## src/rtl/soah_pkg.sv

```systemverilog
package soah_pkg;

    localparam int unsigned HEAP_DEPTH_DEF = 64;
    localparam logic [15:0] CAPACITY_RESET = 16'd4;

    typedef enum logic [1:0] {
        STATUS_OK       = 2'd0,
        STATUS_CAPACITY = 2'd1,
        STATUS_FULL     = 2'd2,
        STATUS_ORDER    = 2'd3
    } status_t;

    typedef enum logic [3:0] {
        ST_IDLE,
        ST_CHECK,
        ST_POP_RD,
        ST_POP_WAIT,
        ST_POP_TOP,
        ST_SIFT_RDL,
        ST_SIFT_RDR,
        ST_SIFT_CMP,
        ST_ADMIT,
        ST_PUSH_RD,
        ST_PUSH_CMP,
        ST_FINISH
    } state_t;

    // Controller to datapath commands.
    typedef struct packed {
        logic capture;
        logic set_order_fail;
        logic pop_release;
        logic pop_top_rd;
        logic pop_top_wr;
        logic park;
        logic sift_rd_left;
        logic sift_rd_right;
        logic sift_step;
        logic admit;
        logic push_rd_parent;
        logic push_step;
        logic finish;
    } ctrl_cmd_t;

    // Datapath to controller status.
    typedef struct packed {
        logic failed;
        logic order_bad;
        logic top_releasable;
        logic have_left;
        logic sift_swap;
        logic fits;
        logic heap_full;
        logic push_at_root;
        logic push_swap;
    } dp_status_t;

endpackage

```

## src/rtl/soah_ram.sv

```systemverilog
module soah_ram #(
    parameter int unsigned WIDTH = 32,
    parameter int unsigned DEPTH = 64
) (
    input  logic                     clk,
    input  logic                     we,
    input  logic [$clog2(DEPTH)-1:0] waddr,
    input  logic [WIDTH-1:0]         wdata,
    input  logic [$clog2(DEPTH)-1:0] raddr,
    output logic [WIDTH-1:0]         rdata
);
    logic [WIDTH-1:0] mem [DEPTH];

    // One write port and one registered read port.
    always_ff @(posedge clk)
    begin
        if (we)
        begin
            mem[waddr] <= wdata;
        end
        rdata <= mem[raddr];
    end
endmodule

```

## src/rtl/soah_ctrl.sv

```systemverilog
module soah_ctrl (
    input  logic                  clk,
    input  logic                  rst_n,
    input  logic                  start,
    output logic                  busy,
    output logic                  done,
    output soah_pkg::ctrl_cmd_t   cmd,
    input  soah_pkg::dp_status_t  stat
);
    import soah_pkg::*;

    state_t state_reg;
    state_t state_next;

    // State register.
    always_ff @(posedge clk or negedge rst_n)
    begin
        if (!rst_n)
        begin
            state_reg <= ST_IDLE;
        end
        else
        begin
            state_reg <= state_next;
        end
    end

    // Next state and commands.
    always_comb
    begin
        state_next = state_reg;
        cmd        = '0;
        busy       = (state_reg != ST_IDLE);
        done       = 1'b0;
        unique case (state_reg)
            ST_IDLE:
            begin
                if (start)
                begin
                    cmd.capture = 1'b1;
                    state_next  = ST_CHECK;
                end
            end
            ST_CHECK:
            begin
                if (stat.failed)
                begin
                    state_next = ST_FINISH;
                end
                else if (stat.order_bad)
                begin
                    cmd.set_order_fail = 1'b1;
                    state_next         = ST_FINISH;
                end
                else
                begin
                    state_next = ST_POP_WAIT;
                end
            end
            ST_POP_WAIT:
            begin
                // Root word is valid in the cached root register.
                if (stat.top_releasable)
                begin
                    cmd.pop_release = 1'b1;
                    state_next      = ST_POP_RD;
                end
                else
                begin
                    state_next = ST_ADMIT;
                end
            end
            ST_POP_RD:
            begin
                cmd.pop_top_rd = 1'b1;
                state_next     = ST_POP_TOP;
            end
            ST_POP_TOP:
            begin
                cmd.pop_top_wr = 1'b1;
                state_next     = ST_SIFT_RDL;
            end
            ST_SIFT_RDL:
            begin
                // The sinking entry is parked at its current slot each level.
                cmd.park = 1'b1;
                if (stat.have_left)
                begin
                    cmd.sift_rd_left = 1'b1;
                    state_next       = ST_SIFT_RDR;
                end
                else
                begin
                    state_next = ST_POP_WAIT;
                end
            end
            ST_SIFT_RDR:
            begin
                cmd.sift_rd_right = 1'b1;
                state_next        = ST_SIFT_CMP;
            end
            ST_SIFT_CMP:
            begin
                cmd.sift_step = 1'b1;
                state_next    = stat.sift_swap ? ST_SIFT_RDL : ST_POP_WAIT;
            end
            ST_ADMIT:
            begin
                cmd.admit = 1'b1;
                if (stat.fits && !stat.heap_full)
                begin
                    state_next = ST_PUSH_RD;
                end
                else
                begin
                    state_next = ST_FINISH;
                end
            end
            ST_PUSH_RD:
            begin
                // The rising entry is parked at its current slot each level.
                cmd.park = 1'b1;
                if (stat.push_at_root)
                begin
                    state_next = ST_FINISH;
                end
                else
                begin
                    cmd.push_rd_parent = 1'b1;
                    state_next         = ST_PUSH_CMP;
                end
            end
            ST_PUSH_CMP:
            begin
                cmd.push_step = 1'b1;
                state_next    = stat.push_swap ? ST_PUSH_RD : ST_FINISH;
            end
            ST_FINISH:
            begin
                cmd.finish = 1'b1;
                done       = 1'b1;
                state_next = ST_IDLE;
            end
            default:
            begin
                state_next = ST_IDLE;
            end
        endcase
    end

`ifndef NO_ASSERTIONS
    // A result strobe always closes a transaction that was started.
    a_done_busy: assert property (@(posedge clk) disable iff (!rst_n)
        done |-> busy)
        else $error("result strobe outside a transaction");
    // Start is only taken from idle.
    a_capture_idle: assert property (@(posedge clk) disable iff (!rst_n)
        cmd.capture |-> (state_reg == ST_IDLE))
        else $error("capture outside idle");
    // After a result the block is ready again.
    a_done_idle: assert property (@(posedge clk) disable iff (!rst_n)
        done |=> !busy)
        else $error("block not idle after result");
`endif
endmodule

```

## src/rtl/soah_dp.sv

```systemverilog
module soah_dp #(
    parameter int unsigned HEAP_DEPTH = soah_pkg::HEAP_DEPTH_DEF
) (
    input  logic                  clk,
    input  logic                  rst_n,
    input  logic                  cfg_we,
    input  logic [15:0]           cfg_data,
    input  logic [15:0]           group_seats,
    input  logic [15:0]           pickup_position,
    input  logic [15:0]           dropoff_position,
    input  logic                  last_trip,
    input  soah_pkg::ctrl_cmd_t   cmd,
    output soah_pkg::dp_status_t  stat,
    output logic [1:0]            status,
    output logic [15:0]           seats_in_use,
    output logic                  list_done
);
    import soah_pkg::*;

    localparam int unsigned AW = (HEAP_DEPTH > 1) ? $clog2(HEAP_DEPTH) : 1;
    localparam int unsigned CW = $clog2(HEAP_DEPTH + 1);

    logic [15:0]   cap_reg;
    logic [CW-1:0] count_reg;
    logic [15:0]   taken_reg;
    logic [1:0]    fail_reg;
    logic [15:0]   lastpick_reg;
    logic [15:0]   seats_reg;
    logic [15:0]   pick_reg;
    logic [15:0]   drop_reg;
    logic          last_reg;
    logic [31:0]   root_reg;
    logic [31:0]   cur_reg;
    logic [31:0]   left_reg;
    logic [AW-1:0] pos_reg;
    logic [1:0]    status_reg;
    logic [15:0]   seats_out_reg;
    logic          done_out_reg;

    logic          we;
    logic [AW-1:0] waddr;
    logic [31:0]   wdata;
    logic [AW-1:0] raddr;
    logic [31:0]   rdata;

    soah_ram #(.WIDTH(32), .DEPTH(HEAP_DEPTH)) u_ram (
        .clk   (clk),
        .we    (we),
        .waddr (waddr),
        .wdata (wdata),
        .raddr (raddr),
        .rdata (rdata)
    );

    // Child and parent index arithmetic on positions, child choice and seat sum.
    logic [CW:0]   left_idx;
    logic [CW:0]   right_idx;
    logic [AW-1:0] parent_idx;
    logic          right_ok;
    logic          pick_right;
    logic [31:0]   child;
    logic [AW-1:0] child_idx;
    logic [16:0]   sum;

    always_comb
    begin
        left_idx   = ({{(CW+1-AW){1'b0}}, pos_reg} << 1) | {{CW{1'b0}}, 1'b1};
        right_idx  = left_idx + 1'b1;
        parent_idx = AW'(({1'b0, pos_reg} - 1'b1) >> 1);
        right_ok   = right_idx < {1'b0, count_reg};
        pick_right = right_ok && (rdata[31:16] < left_reg[31:16]);
        child      = pick_right ? rdata : left_reg;
        child_idx  = pick_right ? right_idx[AW-1:0] : left_idx[AW-1:0];
        sum        = {1'b0, seats_reg} + {1'b0, taken_reg};
    end

    // Status to the controller.
    always_comb
    begin
        stat                = '0;
        stat.failed         = (fail_reg != STATUS_OK);
        stat.order_bad      = pick_reg < lastpick_reg;
        stat.top_releasable = (count_reg != '0) && (root_reg[31:16] <= pick_reg);
        stat.have_left      = left_idx < {1'b0, count_reg};
        stat.sift_swap      = cur_reg[31:16] > child[31:16];
        stat.fits           = sum <= {1'b0, cap_reg};
        stat.heap_full      = count_reg >= CW'(HEAP_DEPTH);
        stat.push_at_root   = (pos_reg == '0);
        stat.push_swap      = rdata[31:16] > cur_reg[31:16];
    end

    // Memory port control.
    always_comb
    begin
        we    = 1'b0;
        waddr = pos_reg;
        wdata = cur_reg;
        raddr = '0;
        if (cmd.pop_top_rd)
        begin
            // The count is already reduced, so it indexes the last entry.
            raddr = count_reg[AW-1:0];
        end
        if (cmd.pop_top_wr)
        begin
            we    = 1'b1;
            waddr = '0;
            wdata = rdata;
        end
        if (cmd.park)
        begin
            we    = 1'b1;
            waddr = pos_reg;
            wdata = cur_reg;
        end
        if (cmd.sift_rd_left)
        begin
            raddr = left_idx[AW-1:0];
        end
        if (cmd.sift_rd_right)
        begin
            raddr = right_idx[AW-1:0];
        end
        if (cmd.sift_step)
        begin
            we    = 1'b1;
            waddr = pos_reg;
            wdata = stat.sift_swap ? child : cur_reg;
        end
        if (cmd.admit)
        begin
            we    = stat.fits && !stat.heap_full;
            waddr = count_reg[AW-1:0];
            wdata = {drop_reg, seats_reg};
        end
        if (cmd.push_rd_parent)
        begin
            raddr = parent_idx;
        end
        if (cmd.push_step)
        begin
            we    = 1'b1;
            waddr = pos_reg;
            wdata = stat.push_swap ? rdata : cur_reg;
        end
    end

    // Capacity register.
    always_ff @(posedge clk or negedge rst_n)
    begin
        if (!rst_n)
        begin
            cap_reg <= CAPACITY_RESET;
        end
        else if (cfg_we)
        begin
            cap_reg <= cfg_data;
        end
    end

    // List state.
    always_ff @(posedge clk or negedge rst_n)
    begin
        if (!rst_n)
        begin
            count_reg    <= '0;
            taken_reg    <= '0;
            fail_reg     <= STATUS_OK;
            lastpick_reg <= '0;
            root_reg     <= '0;
            status_reg   <= STATUS_OK;
            done_out_reg <= 1'b0;
        end
        else
        begin
            if (cmd.set_order_fail)
            begin
                fail_reg <= STATUS_ORDER;
            end
            if (cmd.capture && (fail_reg == STATUS_OK) && !(pickup_position < lastpick_reg))
            begin
                lastpick_reg <= pickup_position;
            end
            if (cmd.pop_release)
            begin
                taken_reg <= (root_reg[15:0] <= taken_reg) ? taken_reg - root_reg[15:0] : '0;
                count_reg <= count_reg - 1'b1;
            end
            if (cmd.pop_top_wr)
            begin
                root_reg <= rdata;
            end
            if (cmd.sift_step && stat.sift_swap && pos_reg == '0)
            begin
                root_reg <= child;
            end
            if (cmd.admit)
            begin
                if (!stat.fits)
                begin
                    fail_reg <= STATUS_CAPACITY;
                end
                else if (stat.heap_full)
                begin
                    fail_reg <= STATUS_FULL;
                end
                else
                begin
                    count_reg <= count_reg + 1'b1;
                    taken_reg <= sum[15:0];
                    if (count_reg == '0)
                    begin
                        root_reg <= {drop_reg, seats_reg};
                    end
                end
            end
            if (cmd.push_step && stat.push_swap && parent_idx == '0)
            begin
                root_reg <= cur_reg;
            end
            if (cmd.finish)
            begin
                status_reg   <= fail_reg;
                done_out_reg <= last_reg;
                if (last_reg)
                begin
                    count_reg    <= '0;
                    taken_reg    <= '0;
                    fail_reg     <= STATUS_OK;
                    lastpick_reg <= '0;
                end
            end
        end
    end

    // Transaction payload and walk registers.
    always_ff @(posedge clk)
    begin
        if (cmd.capture)
        begin
            seats_reg <= group_seats;
            pick_reg  <= pickup_position;
            drop_reg  <= dropoff_position;
            last_reg  <= last_trip;
        end
        if (cmd.pop_top_wr)
        begin
            cur_reg <= rdata;
            pos_reg <= '0;
        end
        if (cmd.sift_rd_right)
        begin
            left_reg <= rdata;
        end
        if (cmd.sift_step && stat.sift_swap)
        begin
            pos_reg <= child_idx;
        end
        if (cmd.admit)
        begin
            cur_reg <= {drop_reg, seats_reg};
            pos_reg <= count_reg[AW-1:0];
        end
        if (cmd.push_step && stat.push_swap)
        begin
            pos_reg <= parent_idx;
        end
        if (cmd.finish)
        begin
            seats_out_reg <= taken_reg;
        end
    end

    assign status       = status_reg;
    assign seats_in_use = seats_out_reg;
    assign list_done    = done_out_reg;

`ifndef NO_ASSERTIONS
    // The heap never holds more entries than its depth.
    a_count_range: assert property (@(posedge clk) disable iff (!rst_n)
        count_reg <= CW'(HEAP_DEPTH))
        else $error("heap count beyond depth");
    // Releasing needs an entry to release.
    a_pop_nonempty: assert property (@(posedge clk) disable iff (!rst_n)
        cmd.pop_release |-> (count_reg != '0))
        else $error("release from empty heap");
    // A push writes only below the depth.
    a_push_room: assert property (@(posedge clk) disable iff (!rst_n)
        (cmd.admit && we) |-> (count_reg < CW'(HEAP_DEPTH)))
        else $error("push into full heap");
`endif
endmodule

```

## src/rtl/seat_occupancy_admission_heap.sv

```systemverilog
// Reservation admission with a drop-off-ordered min-heap in one RAM. Pulse
// start while busy is low; one result follows with done high for a single
// cycle, in the cycle that busy falls, and it cannot be stalled. While busy,
// the block releases each group whose drop-off is at or before the pickup,
// sinking the moved entry down the heap, then admits and pushes the new
// group up the heap; a list that has failed goes straight to its result. All
// heap steps go through the single RAM port pair with its registered read.
module seat_occupancy_admission_heap #(
    parameter int unsigned HEAP_DEPTH = soah_pkg::HEAP_DEPTH_DEF
) (
    input  logic        clk,
    input  logic        rst_n,
    input  logic        cfg_we,
    input  logic [15:0] cfg_data,
    input  logic        start,
    output logic        busy,
    input  logic [15:0] group_seats,
    input  logic [15:0] pickup_position,
    input  logic [15:0] dropoff_position,
    input  logic        last_trip,
    output logic        done,
    output logic [1:0]  status,
    output logic [15:0] seats_in_use,
    output logic        list_done
);
    import soah_pkg::*;

    ctrl_cmd_t  cmd;
    dp_status_t stat;
    logic       done_int;
    logic       done_reg;

    soah_ctrl u_ctrl (
        .clk   (clk),
        .rst_n (rst_n),
        .start (start),
        .busy  (busy),
        .done  (done_int),
        .cmd   (cmd),
        .stat  (stat)
    );

    soah_dp #(.HEAP_DEPTH(HEAP_DEPTH)) u_dp (
        .clk              (clk),
        .rst_n            (rst_n),
        .cfg_we           (cfg_we),
        .cfg_data         (cfg_data),
        .group_seats      (group_seats),
        .pickup_position  (pickup_position),
        .dropoff_position (dropoff_position),
        .last_trip        (last_trip),
        .cmd              (cmd),
        .stat             (stat),
        .status           (status),
        .seats_in_use     (seats_in_use),
        .list_done        (list_done)
    );

    // Result strobe lines up with the registered result.
    always_ff @(posedge clk or negedge rst_n)
    begin
        if (!rst_n)
        begin
            done_reg <= 1'b0;
        end
        else
        begin
            done_reg <= done_int;
        end
    end

    assign done = done_reg;
endmodule
```

## config.mk

```make
export PLATFORM = sky130hd
export DESIGN_NAME = seat_occupancy_admission_heap
export DESIGN_NICKNAME = d
export VERILOG_FILES = /design/src/rtl/soah_pkg.sv /design/src/rtl/soah_ram.sv /design/src/rtl/soah_ctrl.sv /design/src/rtl/soah_dp.sv /design/src/rtl/seat_occupancy_admission_heap.sv
export SDC_FILE = /design/constraint.sdc
export NUM_CORES = 2
export LEC_CHECK = 0
export BUFFER_PORTS_ARGS = -buffer_cell sky130_fd_sc_hd__buf_2
export CAP_MARGIN = 0
export CORE_MARGIN = 10
export CORE_UTILIZATION = 38
export DETAILED_ROUTE_END_ITERATION = 6
export HOLD_SLACK_MARGIN = 0.05
export PLACE_DENSITY = 0.66
export REMOVE_ABC_BUFFERS = 1
export SYNTH_ARGS = -nofsm -noshare
export SYNTH_HDL_FRONTEND = slang
export SYNTH_SLANG_ARGS = --single-unit
```

## constraint.sdc

```tcl
create_clock -name clk -period 8 [get_ports clk]
set_input_delay 0.4 -clock clk [delete_from_list [all_inputs] [get_ports clk]]
set_output_delay 0.4 -clock clk [all_outputs]
set_load 0.005 [all_outputs]
```

# Word level (Yosys, flattened, before mapping)
# Memories as Yosys holds them, arrays and structs flattened. A register that Yosys moved wholly into a read port is not among the register bits.
# Index checks and enable logic that the tools add are counted.
[classes]
addsub = 6
n_lt_le_gt_ge = 11
n_eq_ne = 12
muxes = 87
reduce_logical = 20
[ops]
columns = ["cell", "count"]
rows = [
  ["32-bit 2-to-1 mux", 16],
  ["16-bit 2-to-1 mux", 10],
  ["6-bit 2-to-1 mux", 13],
  ["16-bit less-than comparator", 3],
  ["4-bit case mux with 11 select lines", 1],
  ["7-bit 2-to-1 mux", 6],
  ["16-bit > comparator", 2],
  ["16-bit less-or-equal comparator", 2],
  ["1-bit 2-to-1 mux", 27],
  ["16-bit by 16-bit adder with 17-bit output", 1],
  ["17-bit by 16-bit less-or-equal comparator with 1-bit output", 1],
  ["4-bit by 3-bit equality test with 1-bit output (second input constant)", 4],
  ["4-bit equality test (second input constant)", 4],
  ["2-bit 2-to-1 mux", 8],
  ["4-bit 2-to-1 mux", 4],
  ["16-bit subtractor", 1],
  ["6-bit zero test", 2],
  ["1-bit logical AND", 9],
  ["7-bit by 1-bit adder with 8-bit output (second input constant)", 1],
  ["4-bit by 2-bit equality test with 1-bit output (second input constant)", 2],
  ["8-bit by 7-bit less-than comparator with 1-bit output", 1],
  ["7-bit by 1-bit adder with 7-bit output (second input constant)", 1],
  ["7-bit >= comparator (second input constant)", 1],
  ["7-bit zero test", 1],
  ["13 further kinds", 15],
]
[totals]
register_bits = 232
mem_bits_rw = 2048
inputBits = 69
out_inout_bits = 21
word_cells = 155
n_memories = 1
[mem_list]
columns = ["memory", "depth", "word_bits", "read_ports", "rd_ports_with_merged_regs", "wr", "line", "rtl"]
rows = [
  ["u_dp.u_ram.mem", 64, 32, 1, 1, 1, "soah_ram.sv:12", "logic [WIDTH-1:0] mem [DEPTH];"],
]

# Depth between registers and ports, before layout
[logic_depth]
ltp_word = 13
ltp_mapped = 26
depth_no_buf = 21

# Cells and area by module
# From an unflattened synthesis, not the netlist that was laid out.
[hier_totals]
cells_unflattened = 5078
hier_area_um2 = 94748.4
[by_module_without_submodules]
columns = ["mod", "n_inst", "cells_per_inst", "area_per_inst_um2", "seq_area_each_um2"]
rows = [
  ["soah_ram", 1, 3324, 78515.3, 62139.6],
  ["soah_dp", 1, 1695, 15776.4, 5977.0],
  ["soah_ctrl", 1, 58, 431.7, 100.1],
  ["seat_occupancy_admission_heap", 1, 1, 25.0, 25.0],
]

# Least setup slack after synthesis
# No wires, ideal clock.
[synth_path]
path_kind = "reg-to-reg"
start = "register u_dp.pos_reg[1]"
end = "memory u_dp.u_ram.mem[0][16], data pin"
setup_time_ns = 0.719
t_arrival_ns = 7.131
t_required_ns = 7.281
path_slack_ns = 0.149
stages_incl_launch_ff = 25
n_path_buf = 4
period_less_slack_ns = 7.851
path_cell_list = "dfxtp_1 buf_2 inv_1 ha_1 ha_1 o21a_1 o21a_1 o21ai_0 a21oi_1 a211oi_1 buf_2 buf_2 a21oi_1 a21oi_1 ha_1 nor2b_1 o21a_1 o21ai_0 a21oi_1 o21bai_1 a211oi_1 o21ai_0 clkbuf_1 a21oi_1 o31ai_1"
[synth_between]
elab_chain_len = 9
[synth_lines]
columns = ["element", "line", "rtl"]
rows = [
  ["from (decl)", "soah_dp.sv:35", "logic [AW-1:0] pos_reg;"],
  ["from (signal assigned)", "soah_dp.sv:257", "pos_reg <= child_idx;"],
  ["from (signal assigned)", "soah_dp.sv:262", "pos_reg <= count_reg[AW-1:0];"],
  ["from (signal assigned)", "soah_dp.sv:266", "pos_reg <= parent_idx;"],
  ["7-bit by 1-bit adder with 8-bit output *", "soah_dp.sv:68", "right_idx = left_idx + 1'b1;"],
  ["8-bit by 7-bit less-than comparator with 1-bit output *", "soah_dp.sv:70", "right_ok = right_idx < {1'b0, count_reg};"],
  ["1-bit logical AND *", "soah_dp.sv:71", "pick_right = right_ok && (rdata[31:16] < left_reg[31:16]);"],
  ["32-bit 2-to-1 mux *", "soah_dp.sv:72", "child = pick_right ? rdata : left_reg;"],
  ["16-bit > comparator", "soah_dp.sv:85", "stat.sift_swap = cur_reg[31:16] > child[31:16];"],
  ["32-bit 2-to-1 mux *", "soah_dp.sv:128", "wdata = stat.sift_swap ? child : cur_reg;"],
  ["32-bit 2-to-1 mux *", "soah_dp.sv:124", "if (cmd.sift_step)"],
  ["32-bit 2-to-1 mux *", "soah_dp.sv:130", "if (cmd.admit)"],
  ["32-bit 2-to-1 mux *", "soah_dp.sv:140", "if (cmd.push_step)"],
  ["via u_dp.u_ram.wdata[16]", "soah_ram.sv:8", "input logic [WIDTH-1:0] wdata,"],
  ["to (decl)", "soah_ram.sv:12", ""],
]
# The timed path passes the listed nets; every way through them passes the cells marked *.

# Worst setup path in the final report
[layout_path]
start = "register u_dp.seats_reg[0]"
end = "memory u_dp.u_ram.mem[39][27], enable pin"
[layout_between]
elab_chain_len = 7
[layout_lines]
columns = ["element", "line", "rtl"]
rows = [
  ["from (decl)", "soah_dp.sv:28", "logic [15:0] seats_reg;"],
  ["from (signal assigned)", "soah_dp.sv:241", "seats_reg <= group_seats;"],
  ["16-bit by 16-bit adder with 17-bit output", "soah_dp.sv:74", "sum = {1'b0, seats_reg} + {1'b0, taken_reg};"],
  ["17-bit by 16-bit less-or-equal comparator with 1-bit output", "soah_dp.sv:86", "stat.fits = sum <= {1'b0, cap_reg};"],
  ["1-bit logical AND", "soah_dp.sv:132", "we = stat.fits && !stat.heap_full;"],
  ["1-bit 2-to-1 mux", "soah_dp.sv:130", ""],
  ["1-bit 2-to-1 mux", "soah_dp.sv:140", ""],
  ["1-bit 2-to-1 mux", "soah_ram.sv:17", "if (we)"],
  ["1-bit 2-to-1 mux (not written as such)", "soah_ram.sv:19", "mem[waddr] <= wdata;"],
]
# No other way between the ends.

==> results by group <==
Route
  – Via count: 63500
  – Drc violations: 0
  – Average routed wire per standard cell: 26.5 microns
  – Count of TritonRoute iterations in the first routing pass: 6
  – Average vias per placed instance: 5.82
  – Routed wire length: 290 mm
  – ANT nets after route: 0
  – Starting DRC count in detailed routing: 8851

Place
  – Pre-CTS worst setup slack: 1.09 ns
  – Area after DPL: 102000 sq um
  – Final estimated routing congestion in global placement: 0.949
  – Placed wire-length estimate: 174 mm
  – Port buffer count: 89

GRT
  – Initial antenna violation count: 16
  – First-pass GRT wire length: 420 mm
  – Vias in the first global route: 61200
  – Remaining global-route overflow: 0
  – Pin count of the biggest net entering global routing: 118
  – Total Routing Usage GR: 20.5%

STA
  – Final worst-path cycle share: 88.1%
  – Setup ws final: 0.953 ns
  – Unrepaired setup endpoints after global routing: false
  – Clock skew: 0.0896 ns
  – Post-Route Hold Slack: 0.131 ns
  – Final critical delay including setup and external delays: 7.05 ns
  – Final slew viol count: 0
  – Slew @ Worst Pin: 1.49 ns
  – Fmax: 142 MHz
  – Total setup violations reported at the end of the flow: 0
  – Number of hold-slack violations in the final timing report: 0
  – Worst slew margin relative to its limit: 0.258%

Critical path
  – Endpoint required time on the critical path: 8.56 ns
  – Worst Setup Start Kind: flop
  – Max FO, Critical Path: 19
  – Arrival time reported for the critical path endpoint: 7.60 ns
  – Worst Setup Path Type: flop to flop
  – Type of destination of the critical path: flop

Logic synthesis
  – Top FF cell, synth: edfxtp_1
  – Fraction of synthesis flops using an asynchronous set or reset pin: 4.20%
  – Count of flip-flops with a built-in enable after synthesis: 2145
  – Seq/Total Area, Yosys: 70.8%
  – Top cell type's share of synthesized area: 66.8%
  – Synth area leaders: edfxtp_1 67%, nand2_1 6.0%, nand3_1 4.4%, mux4_2 3.4%, dfrtp_1 2.5%
  – Post-synthesis cell type count: 83
  – Avg Inst Size Synth: 13.5 sq um
  – Library cell with the largest summed area after synthesis: edfxtp_1
  – Register bit total from synthesis: 2312
  – Mapped Cells: 7163
  – Post-synthesis instance area: 96400 sq um
  – Warning count from the yosys run: 0

Floorplanning
  – Core region area: 252000 sq um
  – Die Outline Area: 274000 sq um
  – Std cell rows: 184
  – Top-level I/O count: 90
  – Initial core utilization: 38.3%
  – X dimension of the die: 524 microns
  – Height of the die: 524 microns

Clock tree
  – Clock sink count: 2312
  – Hold buffer count at cts: 99
  – Clk slew on worst S/H paths: 0.06 ns
  – Cts bufs inserted: 224
  – Clock latency reported for the late side of the worst-skew pair: 0.90 ns
  – Number of buffers on the longest clock path: 3
  – # resized after CTS: 0
  – Clock root buffer: clkbuf_16
  – TritonCTS clock tree: built
  – H-tree depth: 4
  – Setup fix buffers added after clock tree synthesis: 0

Pwr
  – Power density relative to cell area: 458 nW/um^2
  – Maximum vdd drop: 0.000600 V
  – Leakage power: 0.0383 uW

Cells and area
  – Final standard cell area without fillers: 110000 sq um
  – Commonest cells after routing, fill and taps aside: 2145 x edfxtp_1, 1527 x nand2_1, 840 x nand3_1
  – Top reg by flops: u_dp.u_ram.mem
  – Commonest non-fill, non-tap cell in the layout: edfxtp_1
  – Layout-stage area growth over the synthesis result: 14.5%
  – Net total in the final layout: 7600
  – Share of layout cells above drive strength 1: 12.7%
  – Filler cells: 22100
  – Largest register FFs: 2048

Outcome
  – Outcome: finished with violations
  – Failing checks: max-capacitance violations

Worst hold path
  – Hold WC Path Type: input pin to flop

Flow run
  – Maximum Capacitance Violations: 1
through the flow:
stage	setup TNS, ns	utilization [%]	total power (uW)	cells
2_1_floorplan	-1328.12	-	31100	6724
3_3_place_gp	0	40.6	39500	10400
3_5_place_dp	0	40.6	39800	10400
4_1_cts	0	43.8	50200	10900
5_1_grt	0	43.8	52300	10900
6_report	0	43.8	50500	10900
critical path: stages, from the launching register on:
cell and delay [ns]:
edfxtp_1 0.44, ha_1 0.26, fa_1 0.41, a21o_1 0.21, a221oi_2 0.38, a221oi_1 0.18
o41ai_2 0.36, o21bai_1 0.11, a21oi_1 0.20, xnor2_1 0.17, ha_1 0.29, a21o_1 0.19
a21o_1 0.19, a211oi_1 0.21, o221ai_1 0.15, nand2_1 0.17, nand3_1 0.16, o21ai_2 0.17
buf_4 0.35, nand3_1 0.69, nor2_4 1.02, buf_4 0.39
layout make-up:
type                       count  area [sq um]  share of cell area [%]
clock buffer                 267          5920                    5.36
multi-input combinational   4290         26400                    23.9
clock inverter               156          1320                    1.19
sequential                  2312         68200                    61.8
inverter                     122           458                   0.415
antenna                        5          12.5                  0.0113
tap                         3348          4190                    3.79
timing repair buffer         420          3930                    3.56
path summary, 6_finish.rpt:
kind	from	to	slack, ns	depth (start not counted)
worst max register to register	u_dp.seats_reg[0]$_DFFE_PP_	u_dp.u_ram.mem[39][27]$_DFFE_PP_	0.95	21
max in group asynchronous	rst_n	u_dp.root_reg[26]$_DFF_PN0_	6.41	4
worst min register to register	u_dp.status[1]$_DFFE_PN0P_	u_dp.status[1]$_DFFE_PN0P_	0.47	2
worst min-delay path	cfg_we	u_dp.cap_reg[0]$_DFFE_PN0P_	0.13	2
worst max-delay path	u_dp.seats_reg[0]$_DFFE_PP_	u_dp.u_ram.mem[39][27]$_DFFE_PP_	0.95	21
min in group asynchronous	rst_n	u_dp.cap_reg[3]$_DFFE_PN0P_	0.59	4
synth_stat cells (8+ instances only):
cell type	instances
mux4_2	146
and3_1	81
o221a_2	13
a22oi_1	22
nor2b_1	11
a31oi_1	62
a21boi_0	18
o22ai_1	94
or3_1	21
nand2_1	1531
a221oi_1	20
nand3_1	840
o32a_1	18
o21a_1	17
nor4_1	15
a311oi_1	75
a211oi_1	53
a21oi_1	230
nor2_1	259
and2_1	8
xor2_1	10
ha_1	159
inv_1	122
mux2i_1	78
o21ai_0	136
nand4_1	32
clkbuf_1	154
dfxtp_1	70
buf_1	39
xnor2_1	31
nor3_1	57
a221o_1	46
edfxtp_1	2145
dfrtp_1	96
a21o_1	53
buf_4	27
o32ai_1	33
nand2b_1	10
buf_2	215
a22o_1	27
layer usage:
metal  vias to the layer above  share of wire (%)  track usage (%)
met2                      3766                 44             30.8
met4                        10                5.2             9.69
met1                     31800                 39             27.9
li1                      27400                  -                -
met5                         -              0.024                0
met3                       611                 11             4.93
power breakdown:
part / leakage [uW] / switching, uW / internal (uW) / total, uW
Clock: 0.00356 / 4640 / 5740 / 10400
Combinational: 0.0138 / 15700 / 5930 / 21600
Sequential: 0.0210 / 729 / 17800 / 18500
Total: 0.0383 / 21100 / 29500 / 50500
logic make-up after synthesis:
family / share of synthesized area, %
xor+xnor: 0.372
buf+inv: 2.60
simple gates: 13.0
compound gates: 6.90
mux: 4.24
fa+ha+maj: 2.10
flops: 70.8
Note: power is estimated with default switching activity, not from simulation.
